## src/xtce_pkg.sv

```systemverilog
// Package for the tag-content extractor: window geometry, tag constants,
// result kinds and the controller/datapath command and status structs.
// No dependencies.
`default_nettype none

package xtce_pkg;

  localparam int WIN_LEN   = 14;
  localparam int WIN_BITS  = 8 * WIN_LEN;
  localparam int FLUSH_LEN = WIN_LEN - 7;
  localparam int IDX_W     = $clog2(FLUSH_LEN);

  localparam logic [8*13-1:0] OPEN_DESC  = "<Description>";
  localparam logic [8*6-1:0]  OPEN_NAME  = "<Name>";
  localparam logic [8*14-1:0] CLOSE_DESC = "</Description>";
  localparam logic [8*7-1:0]  CLOSE_NAME = "</Name>";

  localparam logic [1:0] KIND_CONTENT = 2'd0;
  localparam logic [1:0] KIND_END     = 2'd1;
  localparam logic [1:0] KIND_ABANDON = 2'd2;

  localparam logic [1:0] SEL_ZERO = 2'd0;
  localparam logic [1:0] SEL_REL  = 2'd1;
  localparam logic [1:0] SEL_SCAN = 2'd2;

  typedef struct packed {
    logic       load;
    logic       idx_clr;
    logic       idx_inc;
    logic       marks_clr;
    logic       out_load;
    logic [1:0] out_kind;
    logic [1:0] out_sel;
    logic       out_last;
  } ctl_cmd_t;

  typedef struct packed {
    logic eoi;
    logic cap;
    logic rel;
    logic close_hit;
    logic close_name;
    logic scan_mark;
    logic scan_end;
    logic out_free;
  } ctl_sts_t;

endpackage

`default_nettype wire

```

## src/xtce_datapath.sv

```systemverilog
// Datapath of the tag-content extractor: byte window with content marks,
// tag matchers, flush index and the output register.
// Depends on xtce_pkg.
`default_nettype none

module xtce_datapath (
  input  wire logic              clk,
  input  wire logic              rst_n,
  input  wire logic [7:0]        in_text_byte,
  input  wire logic              in_end_of_input,
  input  wire xtce_pkg::ctl_cmd_t cmd,
  output xtce_pkg::ctl_sts_t     sts,
  input  wire logic              out_ready,
  output logic                   out_valid,
  output logic [7:0]             out_content_byte,
  output logic [1:0]             out_kind,
  output logic                   out_last_of_step
);
  import xtce_pkg::*;

  logic [WIN_BITS-1:0] win_r, win_nxt, win_sh;
  logic [WIN_LEN-1:0]  marks_r, marks_nxt, marks_sh;
  logic                cap_r, cap_nxt;
  logic [7:0]          rel_byte_r;
  logic [IDX_W-1:0]    idx_r, idx_nxt;
  logic                out_valid_r, out_valid_nxt;
  logic [7:0]          out_byte_r, out_byte_nxt;
  logic [1:0]          out_kind_r;
  logic                out_last_r;
  logic [3:0]          pos;
  logic [7:0]          scan_byte;
  logic                open_hit, desc_hit, name_hit;

  assign win_sh   = {win_r[WIN_BITS-9:0], in_text_byte};
  assign marks_sh = {marks_r[WIN_LEN-2:0], cap_r};

  assign open_hit = (win_sh[8*13-1:0] == OPEN_DESC) || (win_sh[8*6-1:0] == OPEN_NAME);
  assign desc_hit = (win_sh[8*14-1:0] == CLOSE_DESC);
  assign name_hit = (win_sh[8*7-1:0] == CLOSE_NAME);

  assign pos       = 4'(WIN_LEN - 1) - 4'(idx_r);
  assign scan_byte = win_r[{pos, 3'b000} +: 8];

  always_comb begin
    sts.eoi        = in_end_of_input;
    sts.cap        = cap_r;
    sts.rel        = marks_r[WIN_LEN-1];
    sts.close_hit  = cap_r && !in_end_of_input && (desc_hit || name_hit);
    sts.close_name = !desc_hit && name_hit;
    sts.scan_mark  = marks_r[pos];
    sts.scan_end   = (idx_r == IDX_W'(FLUSH_LEN - 1));
    sts.out_free   = !out_valid_r || out_ready;
  end

  always_comb begin
    win_nxt   = win_r;
    marks_nxt = marks_r;
    cap_nxt   = cap_r;
    if (cmd.load) begin
      if (in_end_of_input) begin
        win_nxt   = '0;
        marks_nxt = '0;
        cap_nxt   = 1'b0;
      end else begin
        win_nxt   = win_sh;
        marks_nxt = marks_sh;
        if (!cap_r && open_hit) begin
          cap_nxt = 1'b1;
        end else if (cap_r && (desc_hit || name_hit)) begin
          cap_nxt = 1'b0;
        end
      end
    end else if (cmd.marks_clr) begin
      marks_nxt = '0;
    end
  end

  always_comb begin
    idx_nxt = idx_r;
    if (cmd.idx_clr) begin
      idx_nxt = '0;
    end else if (cmd.idx_inc) begin
      idx_nxt = idx_r + IDX_W'(1);
    end
  end

  always_comb begin
    unique case (cmd.out_sel)
      SEL_REL:  out_byte_nxt = rel_byte_r;
      SEL_SCAN: out_byte_nxt = scan_byte;
      default:  out_byte_nxt = 8'd0;
    endcase
  end

  always_comb begin
    out_valid_nxt = out_valid_r;
    if (cmd.out_load) begin
      out_valid_nxt = 1'b1;
    end else if (out_ready) begin
      out_valid_nxt = 1'b0;
    end
  end

  always_ff @(posedge clk) begin
    if (!rst_n) begin
      win_r       <= '0;
      marks_r     <= '0;
      cap_r       <= 1'b0;
      idx_r       <= '0;
      out_valid_r <= 1'b0;
    end else begin
      win_r       <= win_nxt;
      marks_r     <= marks_nxt;
      cap_r       <= cap_nxt;
      idx_r       <= idx_nxt;
      out_valid_r <= out_valid_nxt;
    end
  end

  always_ff @(posedge clk) begin
    if (cmd.load) begin
      rel_byte_r <= win_r[WIN_BITS-1 -: 8];
    end
    if (cmd.out_load) begin
      out_byte_r <= out_byte_nxt;
      out_kind_r <= cmd.out_kind;
      out_last_r <= cmd.out_last;
    end
  end

  assign out_valid        = out_valid_r;
  assign out_content_byte = out_byte_r;
  assign out_kind         = out_kind_r;
  assign out_last_of_step = out_last_r;

endmodule

`default_nettype wire

```

## src/xtce_ctrl.sv

```systemverilog
// Controller of the tag-content extractor: sequences release, flush,
// end marker and abandon results for each accepted byte.
// Depends on xtce_pkg.
`default_nettype none

module xtce_ctrl (
  input  wire logic               clk,
  input  wire logic               rst_n,
  input  wire logic               in_valid,
  output logic                    in_ready,
  input  wire xtce_pkg::ctl_sts_t sts,
  output xtce_pkg::ctl_cmd_t      cmd
);
  import xtce_pkg::*;

  localparam logic [2:0] S_IDLE = 3'd0;
  localparam logic [2:0] S_REL  = 3'd1;
  localparam logic [2:0] S_SCAN = 3'd2;
  localparam logic [2:0] S_END  = 3'd3;
  localparam logic [2:0] S_ABN  = 3'd4;

  logic [2:0] state_r, state_nxt;
  logic       close_r, close_nxt;
  logic       flush_r, flush_nxt;

  always_comb begin
    state_nxt = state_r;
    close_nxt = close_r;
    flush_nxt = flush_r;
    cmd       = '0;
    in_ready  = 1'b0;
    unique case (state_r)
      S_IDLE: begin
        in_ready = 1'b1;
        if (in_valid) begin
          cmd.load    = 1'b1;
          cmd.idx_clr = 1'b1;
          close_nxt   = sts.close_hit;
          flush_nxt   = sts.close_name;
          if (sts.eoi) begin
            state_nxt = sts.cap ? S_ABN : S_IDLE;
          end else if (sts.rel) begin
            state_nxt = S_REL;
          end else if (sts.close_hit) begin
            state_nxt = sts.close_name ? S_SCAN : S_END;
          end
        end
      end
      S_REL: begin
        if (sts.out_free) begin
          cmd.out_load = 1'b1;
          cmd.out_kind = KIND_CONTENT;
          cmd.out_sel  = SEL_REL;
          cmd.out_last = !close_r;
          if (close_r) begin
            state_nxt = flush_r ? S_SCAN : S_END;
          end else begin
            state_nxt = S_IDLE;
          end
        end
      end
      S_SCAN: begin
        if (!sts.scan_mark || sts.out_free) begin
          cmd.idx_inc  = 1'b1;
          cmd.out_load = sts.scan_mark;
          cmd.out_kind = KIND_CONTENT;
          cmd.out_sel  = SEL_SCAN;
          if (sts.scan_end) begin
            state_nxt = S_END;
          end
        end
      end
      S_END: begin
        if (sts.out_free) begin
          cmd.out_load  = 1'b1;
          cmd.out_kind  = KIND_END;
          cmd.out_sel   = SEL_ZERO;
          cmd.out_last  = 1'b1;
          cmd.marks_clr = 1'b1;
          state_nxt     = S_IDLE;
        end
      end
      S_ABN: begin
        if (sts.out_free) begin
          cmd.out_load = 1'b1;
          cmd.out_kind = KIND_ABANDON;
          cmd.out_sel  = SEL_ZERO;
          cmd.out_last = 1'b1;
          state_nxt    = S_IDLE;
        end
      end
      default: begin
        state_nxt = S_IDLE;
      end
    endcase
  end

  always_ff @(posedge clk) begin
    if (!rst_n) begin
      state_r <= S_IDLE;
      close_r <= 1'b0;
      flush_r <= 1'b0;
    end else begin
      state_r <= state_nxt;
      close_r <= close_nxt;
      flush_r <= flush_nxt;
    end
  end

endmodule

`default_nettype wire

```

## src/xml_tag_content_extractor.sv

```systemverilog
// Top level of the tag-content extractor: controller plus datapath.
// Depends on xtce_pkg, xtce_ctrl and xtce_datapath.
//
// Bytes of a text stream enter one per transfer; the characters between an
// opening <Description> or <Name> tag and the next closing tag leave as
// content results, each closed by an end marker, and an end-of-input item
// inside an element gives an abandon result. A byte that causes no result
// leaves the controller ready for the next byte. After a byte that causes
// results, the controller walks its result states: one for the byte leaving
// the window, a flush walk over seven window positions after a closing Name
// tag (one position per cycle unless a marked position waits for the output
// register), and one for the end or abandon marker. Input is refused while
// the controller walks these states. Results leave through a one-entry
// output register, and the walk stalls while it is full and a result waits.
`default_nettype none

module xml_tag_content_extractor (
  input  wire logic       clk,
  input  wire logic       rst_n,
  input  wire logic       in_valid,
  output logic            in_ready,
  input  wire logic [7:0] in_text_byte,
  input  wire logic       in_end_of_input,
  output logic            out_valid,
  input  wire logic       out_ready,
  output logic [7:0]      out_content_byte,
  output logic [1:0]      out_kind,
  output logic            out_last_of_step
);
  import xtce_pkg::*;

  ctl_cmd_t cmd;
  ctl_sts_t sts;

  xtce_ctrl u_ctrl (
    .clk      (clk),
    .rst_n    (rst_n),
    .in_valid (in_valid),
    .in_ready (in_ready),
    .sts      (sts),
    .cmd      (cmd)
  );

  xtce_datapath u_dp (
    .clk              (clk),
    .rst_n            (rst_n),
    .in_text_byte     (in_text_byte),
    .in_end_of_input  (in_end_of_input),
    .cmd              (cmd),
    .sts              (sts),
    .out_ready        (out_ready),
    .out_valid        (out_valid),
    .out_content_byte (out_content_byte),
    .out_kind         (out_kind),
    .out_last_of_step (out_last_of_step)
  );

endmodule

`default_nettype wire

```

## config.mk

```make
export PLATFORM = sky130hd
export DESIGN_NAME = xml_tag_content_extractor
export DESIGN_NICKNAME = d
export VERILOG_FILES = /design/src/xtce_pkg.sv /design/src/xtce_datapath.sv /design/src/xtce_ctrl.sv /design/src/xml_tag_content_extractor.sv
export SDC_FILE = /design/constraint.sdc
export NUM_CORES = 1
export LEC_CHECK = 0
export BUFFER_PORTS_ARGS = -buffer_cell sky130_fd_sc_hd__buf_2
export CELL_PAD_IN_SITES_DETAIL_PLACEMENT = 1
export CELL_PAD_IN_SITES_GLOBAL_PLACEMENT = 2
export CORE_MARGIN = 2
export CORE_UTILIZATION = 46
export CTS_CLUSTER_SIZE = 20
export DETAILED_ROUTE_END_ITERATION = 8
export PLACE_DENSITY = 0.86
export SKIP_LAST_GASP = 1
export SLEW_MARGIN = 20
export SYNTH_ARGS = -nofsm -noshare
export SYNTH_HDL_FRONTEND = slang
export SYNTH_SLANG_ARGS = --single-unit
```

## constraint.sdc

```tcl
create_clock -name clk -period 6.8 [get_ports clk]
set_input_delay 0.34 -clock clk [delete_from_list [all_inputs] [get_ports clk]]
set_output_delay 0.34 -clock clk [all_outputs]
set_load 0.02 [all_outputs]
```

======== Yosys cells after proc, flatten, opt, wreduce, memory -nomap -nowiden ========
Cells that the tools add are included.
operators by class
  magnitude comparators ................... 1
  multiplexer cells ....................... 37
  $add $sub $neg .......................... 2
  bitwise logic cells ..................... 1
  reduce and logical (&&, ||, !) cells .... 24
  eq/ne operators ......................... 17
  shift operators ......................... 1
operators by type and width
  operator                count
  $eq 112x110->1 const B  1
  $mux 112                1
  $shiftx 112x8->8        1
  $eq 104x102->1 const B  1
  $eq 56x54->1 const B    1
  $eq 48x46->1 const B    1
  $mux 14                 3
  $mux 3                  10
  $pmux 5 s4              1
  $pmux 8 s2              1
  $mux 1                  12
  $mux 6                  2
  $pmux 3 s4              1
  $mux 7                  1
  $eq 3x2->1 const B      2
  $eq 3x3->1 const B      2
  $logic_not 1->1         6
  $ne 2x1->1 const B      3
  $reduce_and 6->1        1
  $logic_and 1x1->1       5
  $lt 4x5->1 const B      1
  $mux 5                  1
  $bmux 1 s4              1
  $logic_or 1x1->1        4
  15 further kinds        20
word-level totals
  input port bits ......................... 13
  logic and storage cells ................. 95
  output and inout bits ................... 13
  register bits after elaboration ......... 155

======== Longest topological paths before layout ========
  depth in word-level cells ............... 9
  gate-level depth with buffers ........... 11
  mapped depth without buffers ............ 9

======== Cells and area by module ========
Synthesis repeated with hierarchy kept, for this count alone.
unflattened totals
  cell total of the unflattened synthesis .. 912
  area total of the unflattened synthesis .. 8036.5 um2
modules (own cells, without submodules)
  module         cells each  area an instance (um2)  instances  sequential area each (um2)
  xtce_datapath  854         7601.0                  1          3193.1
  xtce_ctrl      58          435.4                   1          100.1

======== Worst setup path after synthesis ========
Ideal clock, no wire load.
  path type ............................... reg2reg
  start point ............................. register u_dp.idx_r[1]
  end point ............................... register u_dp.out_byte_r[0] (netlist: u_dp.out_content_byte[0]), data pin
  setup time .............................. 0.263 ns
  required time ........................... 6.537 ns
  buffers on the path ..................... 2
  stages on the path, launching flop included .. 11
  clock period less this slack ............ 2.512 ns
  arrival ................................. 2.249 ns
  setup slack ............................. 4.288 ns
  cell sequence ........................... dfxtp_1 ha_1 clkbuf_1 nand3_1 a311o_2 o21ai_4 inv_1 ha_1 clkbuf_1 a22oi_1 nor2_1
on the way
  cells in the longest elaborated chain, start to end .. 9
  elaborated cells between the ends (all ways) .. 11
ends and longest elaborated chain
  element                                   line                  text
  start: declaration                        xtce_datapath.sv:25   logic [IDX_W-1:0] idx_r, idx_nxt;
  start signal: assignment                  xtce_datapath.sv:115  idx_r <= idx_nxt;
  $sub 4x3->4 *                             xtce_datapath.sv:41   assign pos = 4'(WIN_LEN - 1) - 4'(idx_r);
  $bmux 1 s4                                xtce_datapath.sv:50   sts.scan_mark = marks_r[pos];
  $mux 1 (implied by the code)              xtce_datapath.sv:50
  $logic_not 1->1                           xtce_ctrl.sv:63       if (!sts.scan_mark || sts.out_free) begin
  $logic_or 1x1->1                          xtce_ctrl.sv:63
  $mux 5                                    xtce_ctrl.sv:63
  $pmux 5 s4                                xtce_ctrl.sv:32       unique case (state_r)
  $eq 2x2->1 or $eq 2x1->1 (tied branches)  xtce_datapath.sv:88   unique case (cmd.out_sel)
  $pmux 8 s2 *                              xtce_datapath.sv:88
  named net u_dp.out_byte_nxt[0]            xtce_datapath.sv:27   logic [7:0] out_byte_r, out_byte_nxt;
  end signal: assignment                    xtce_datapath.sv:125  out_byte_r <= out_byte_nxt;
  end: declaration                          xtce_datapath.sv:27
Mark *: on every way through the listed nets, which the timed path passes. The rest lies on a longest branch. The select of a mux whose other input is x is not followed.
A chain may end at the register's enable or synchronous reset.

==> results.py <==
metrics = {
    "synthesis": {
        "yosysTopAreaCell": "dfxtp_1",
        "syn_nets": 620,
        "syn_area_um2": 6970,
        "synth_top_area_share_pct": 39.1,
        "async_reset_ff_share_pct": 0,
        "syn_avg_cell_area_um2": 11.6,
        "ys_seq_elements": 155,
        "seq_area_frac_synth_pct": 47.3,
        "syn_inst": 602,
        "ys.flop_type": "dfxtp_1",
        "synthTopCellsByArea": "dfxtp_1 39%, a22o_1 14%, mux4_2 8.4%",
        "yosys_warnings": 0,
        "synth_edf_count": 19,
        "ys_types": 65,
    },
    "grt": {
        "grtUsageTotal_pct": 25.2,
        "grt.met2_usage_pct": 37.3,
        "top_usage_layer": "met2",
        "grtUsageMet3_pct": 6.24,
        "grt_pass1_wl_um": 31400,
        "grt_pass1_vias": 5238,
        "antenna_found_initial": 0,
        "met1_usage_pct": 36.1,
        "grt_max_degree": 114,
        "grt_overflow": 0,
    },
    "setup_path": {
        "worstSetupPathType": "reg -> reg",
        "setup.worst_path.start_class": "flop",
        "critPathCaptureType": "flop",
        "crit_chain": "buf_4 > ha_1 > mux4_2 > nand2_1 > a311o_2 > o21a_1 > o21ai_1 > and2_1",
        "timing.rr.start": "u_dp.idx_r[1]",
        "slowest_stage": "ha_1",
        "setup.worst_path.start": "u_dp.idx_r[1]",
        "r2r_cells": 8,
        "slowest_delay_ps": 720,
        "worst_ep_required_time_ps": 6870,
        "cp_max_fo": 33,
        "cp.arrival_ps": 3620,
    },
    "finish": {
        "layout_common_cells": "134 x dfxtp_1, 112 x a22o_1, 30 x nand2_1, 30 x nor2_1, 26 x mux4_2",
        "fin_nets": 621,
        "drive_gt1_share_pct": 16.7,
        "antenna_cells": 0,
        "design_area_um2": 7760,
        "final_common_cell": "dfxtp_1",
        "area_growth_pct": 11.4,
        "fin_util_pct": 53.0,
    },
    "die": {
        "fp.coreArea_um2": 14600,
        "die_w_um": 127,
        "rows": 44,
        "start_util_pct": 47.6,
        "die_area_um2": 16100,
        "num_io_pins": 26,
        "die-height_um": 127,
    },
    "power": {
        "intPower_w": 0.00165,
        "seqPwrFrac_pct": 44.2,
        "leakage_nw": 2.70,
        "switching_share_pct": 24.7,
        "clkPwrFrac_pct": 46.0,
        "power_density_nw_per_um2": 283,
        "power.switching_w": 0.000542,
        "combPwrFrac_pct": 9.8,
        "peakVddDrop_mv": 0.184,
    },
    "flow_run": {
        "cap_viol_max_count": 0,
    },
    "outcome": {
        "status": "finished, final reports clean",
    },
    "detailed_routing": {
        "first_iter_violations": 525,
        "vias": 5314,
        "ant_nets": 0,
        "wirelength_um": 19600,
        "wire_per_inst_um": 24.5,
        "drt_first_pass_iters": 5,
        "viasPerCell": 6.64,
        "drc": 0,
    },
    "sta": {
        "final_hold_viol_count": 0,
        "fin_worst_skew_ps": 6.53,
        "setup_tns_ps": 0,
        "min_period_over_period_pct": 52.3,
        "worst_slew_pin_slew_ps": 941,
        "maxSlewViolCount": 0,
        "min_period_ps": 3560,
        "finalSetupViolCount": 0,
        "whs_ps": 141,
        "rsz0062_at_grt": "false",
        "setup_ws_ps": 3240,
        "relSlewSlack_pct": 37.0,
        "fmax_ghz": 0.281,
    },
    "place": {
        "gp_congestion": 0.825,
        "dpl-instance-area_um2": 7080,
        "io_buffers": 25,
        "place_ws_ps": 3200,
        "hpwl_um": 12900,
    },
    "clock_network": {
        "clkTransAtPathRegs_ps": 60,
        "clock-root-buffer": "clkbuf_16",
        "post_cts_resize_count": 0,
        "numCtsBuffers": 17,
        "clk_path_buf_depth": 2,
        "htree_levels": 4,
        "insertion_delay_ps": 430,
        "postCtsHoldBufs": 0,
        "clock_sinks": 155,
        "cts_tree": "yes",
        "post_cts_buffers": 0,
    },
    "worst_hold_path": {
        "hp-class": "in -> reg",
        "hp-start": "in_text_byte[1]",
        "hold_depth": 2,
    },
}
## path summary, 6_finish.rpt
check / endpoint / slack (ps)
max: u_dp.out_content_byte[5] / 3240
min: u_dp.win_r[1] / 140
max reg2reg: u_dp.out_content_byte[5] / 3240
min reg2reg: u_dp.rel_byte_r[6] / 470
## registers in the layout (all words and copies together), names as in the netlist, 2 cells and up
signal / flops
u_dp.rel_byte_r: 8
u_dp.out_content_byte: 8
u_dp.idx_r: 3
u_dp.marks_r: 14
u_dp.out_kind: 2
u_ctrl.state_r: 3
u_dp.win_r: 112
## per-stage QoR
| step | std cells | power [W] |
|---|---|---|
| 2_1_floorplan | 602 | 0.00115 |
| 3_3_place_gp | 766 | 0.00119 |
| 3_5_place_dp | 766 | 0.00120 |
| 4_1_cts | 798 | 0.00220 |
| 5_1_grt | 800 | 0.00227 |
| 6_report | 800 | 0.00220 |
## power groups by stage
stage	sequential (W)	combinational [W]	clock [W]
after floorplan	0.000992	0.000156	0
after global placement	0.000988	0.000199	0
after detailed placement	0.000989	0.000208	0
after CTS	0.000969	0.000209	0.00102
after global routing	0.000972	0.000236	0.00106
final	0.000970	0.000215	0.00101
## layer usage
metal	part of all wire, %	routed length (um)	vias to the layer above
met5	0	0	-
met4	2.5	490	0
met3	5.4	1060	29
met2	45	8850	157
met1	47	9190	2727
li1	-	-	2401
## logic make-up (layout without fill, tap and decap cells)
kind of cell | count (synthesis) | count (layout) | synth area share (%)
adders and majority gates | 5 | 5 | 0.898
DFF | 155 | 155 | 47.3
muxes | 39 | 39 | 10.8
and+or+nand+nor | 166 | 166 | 15.4
AOI/OAI and AO/OA | 177 | 177 | 21.1
buffers and inverters | 58 | 72 | 4.36
xor gates and xnor gates | 2 | 2 | 0.252
## worst max-delay path, delay by kind of cell, from the launching register on
family	cells	cell delay [ps]
AOI/OAI and AO/OA	3	800
adders and majority gates	1	720
buffers and inverters	1	460
DFF	1	310
muxes	1	360
and+or+nand+nor	2	520
## Yosys cell counts (5+ instances only)
master and number:
nor4_1 5, edfxtp_1 19, a21oi_1 6, nor2_1 30
nor4bb_1 17, nand3_1 6, ha_1 5, nand4_1 12
mux4_2 26, a22o_1 112, a31oi_1 8, a211oi_1 9
a22oi_1 22, nor2b_1 15, dfxtp_1 136, buf_6 9
and4b_1 10, nand2_1 30, buf_2 12, clkbuf_1 21
mux2i_1 9, inv_1 9, nor4b_1 8
## cell type report
cell class	count	area, um^2
Sequential cell	155	3300
Tap cell	184	230
Inverter	11	41.3
Clock inverter	11	166
Fill cell	1528	6880
Clock buffer	21	460
Multi-Input combinational cell	389	3370
Timing Repair Buffer	29	195
Note: power is estimated with default switching activity, not from simulation.
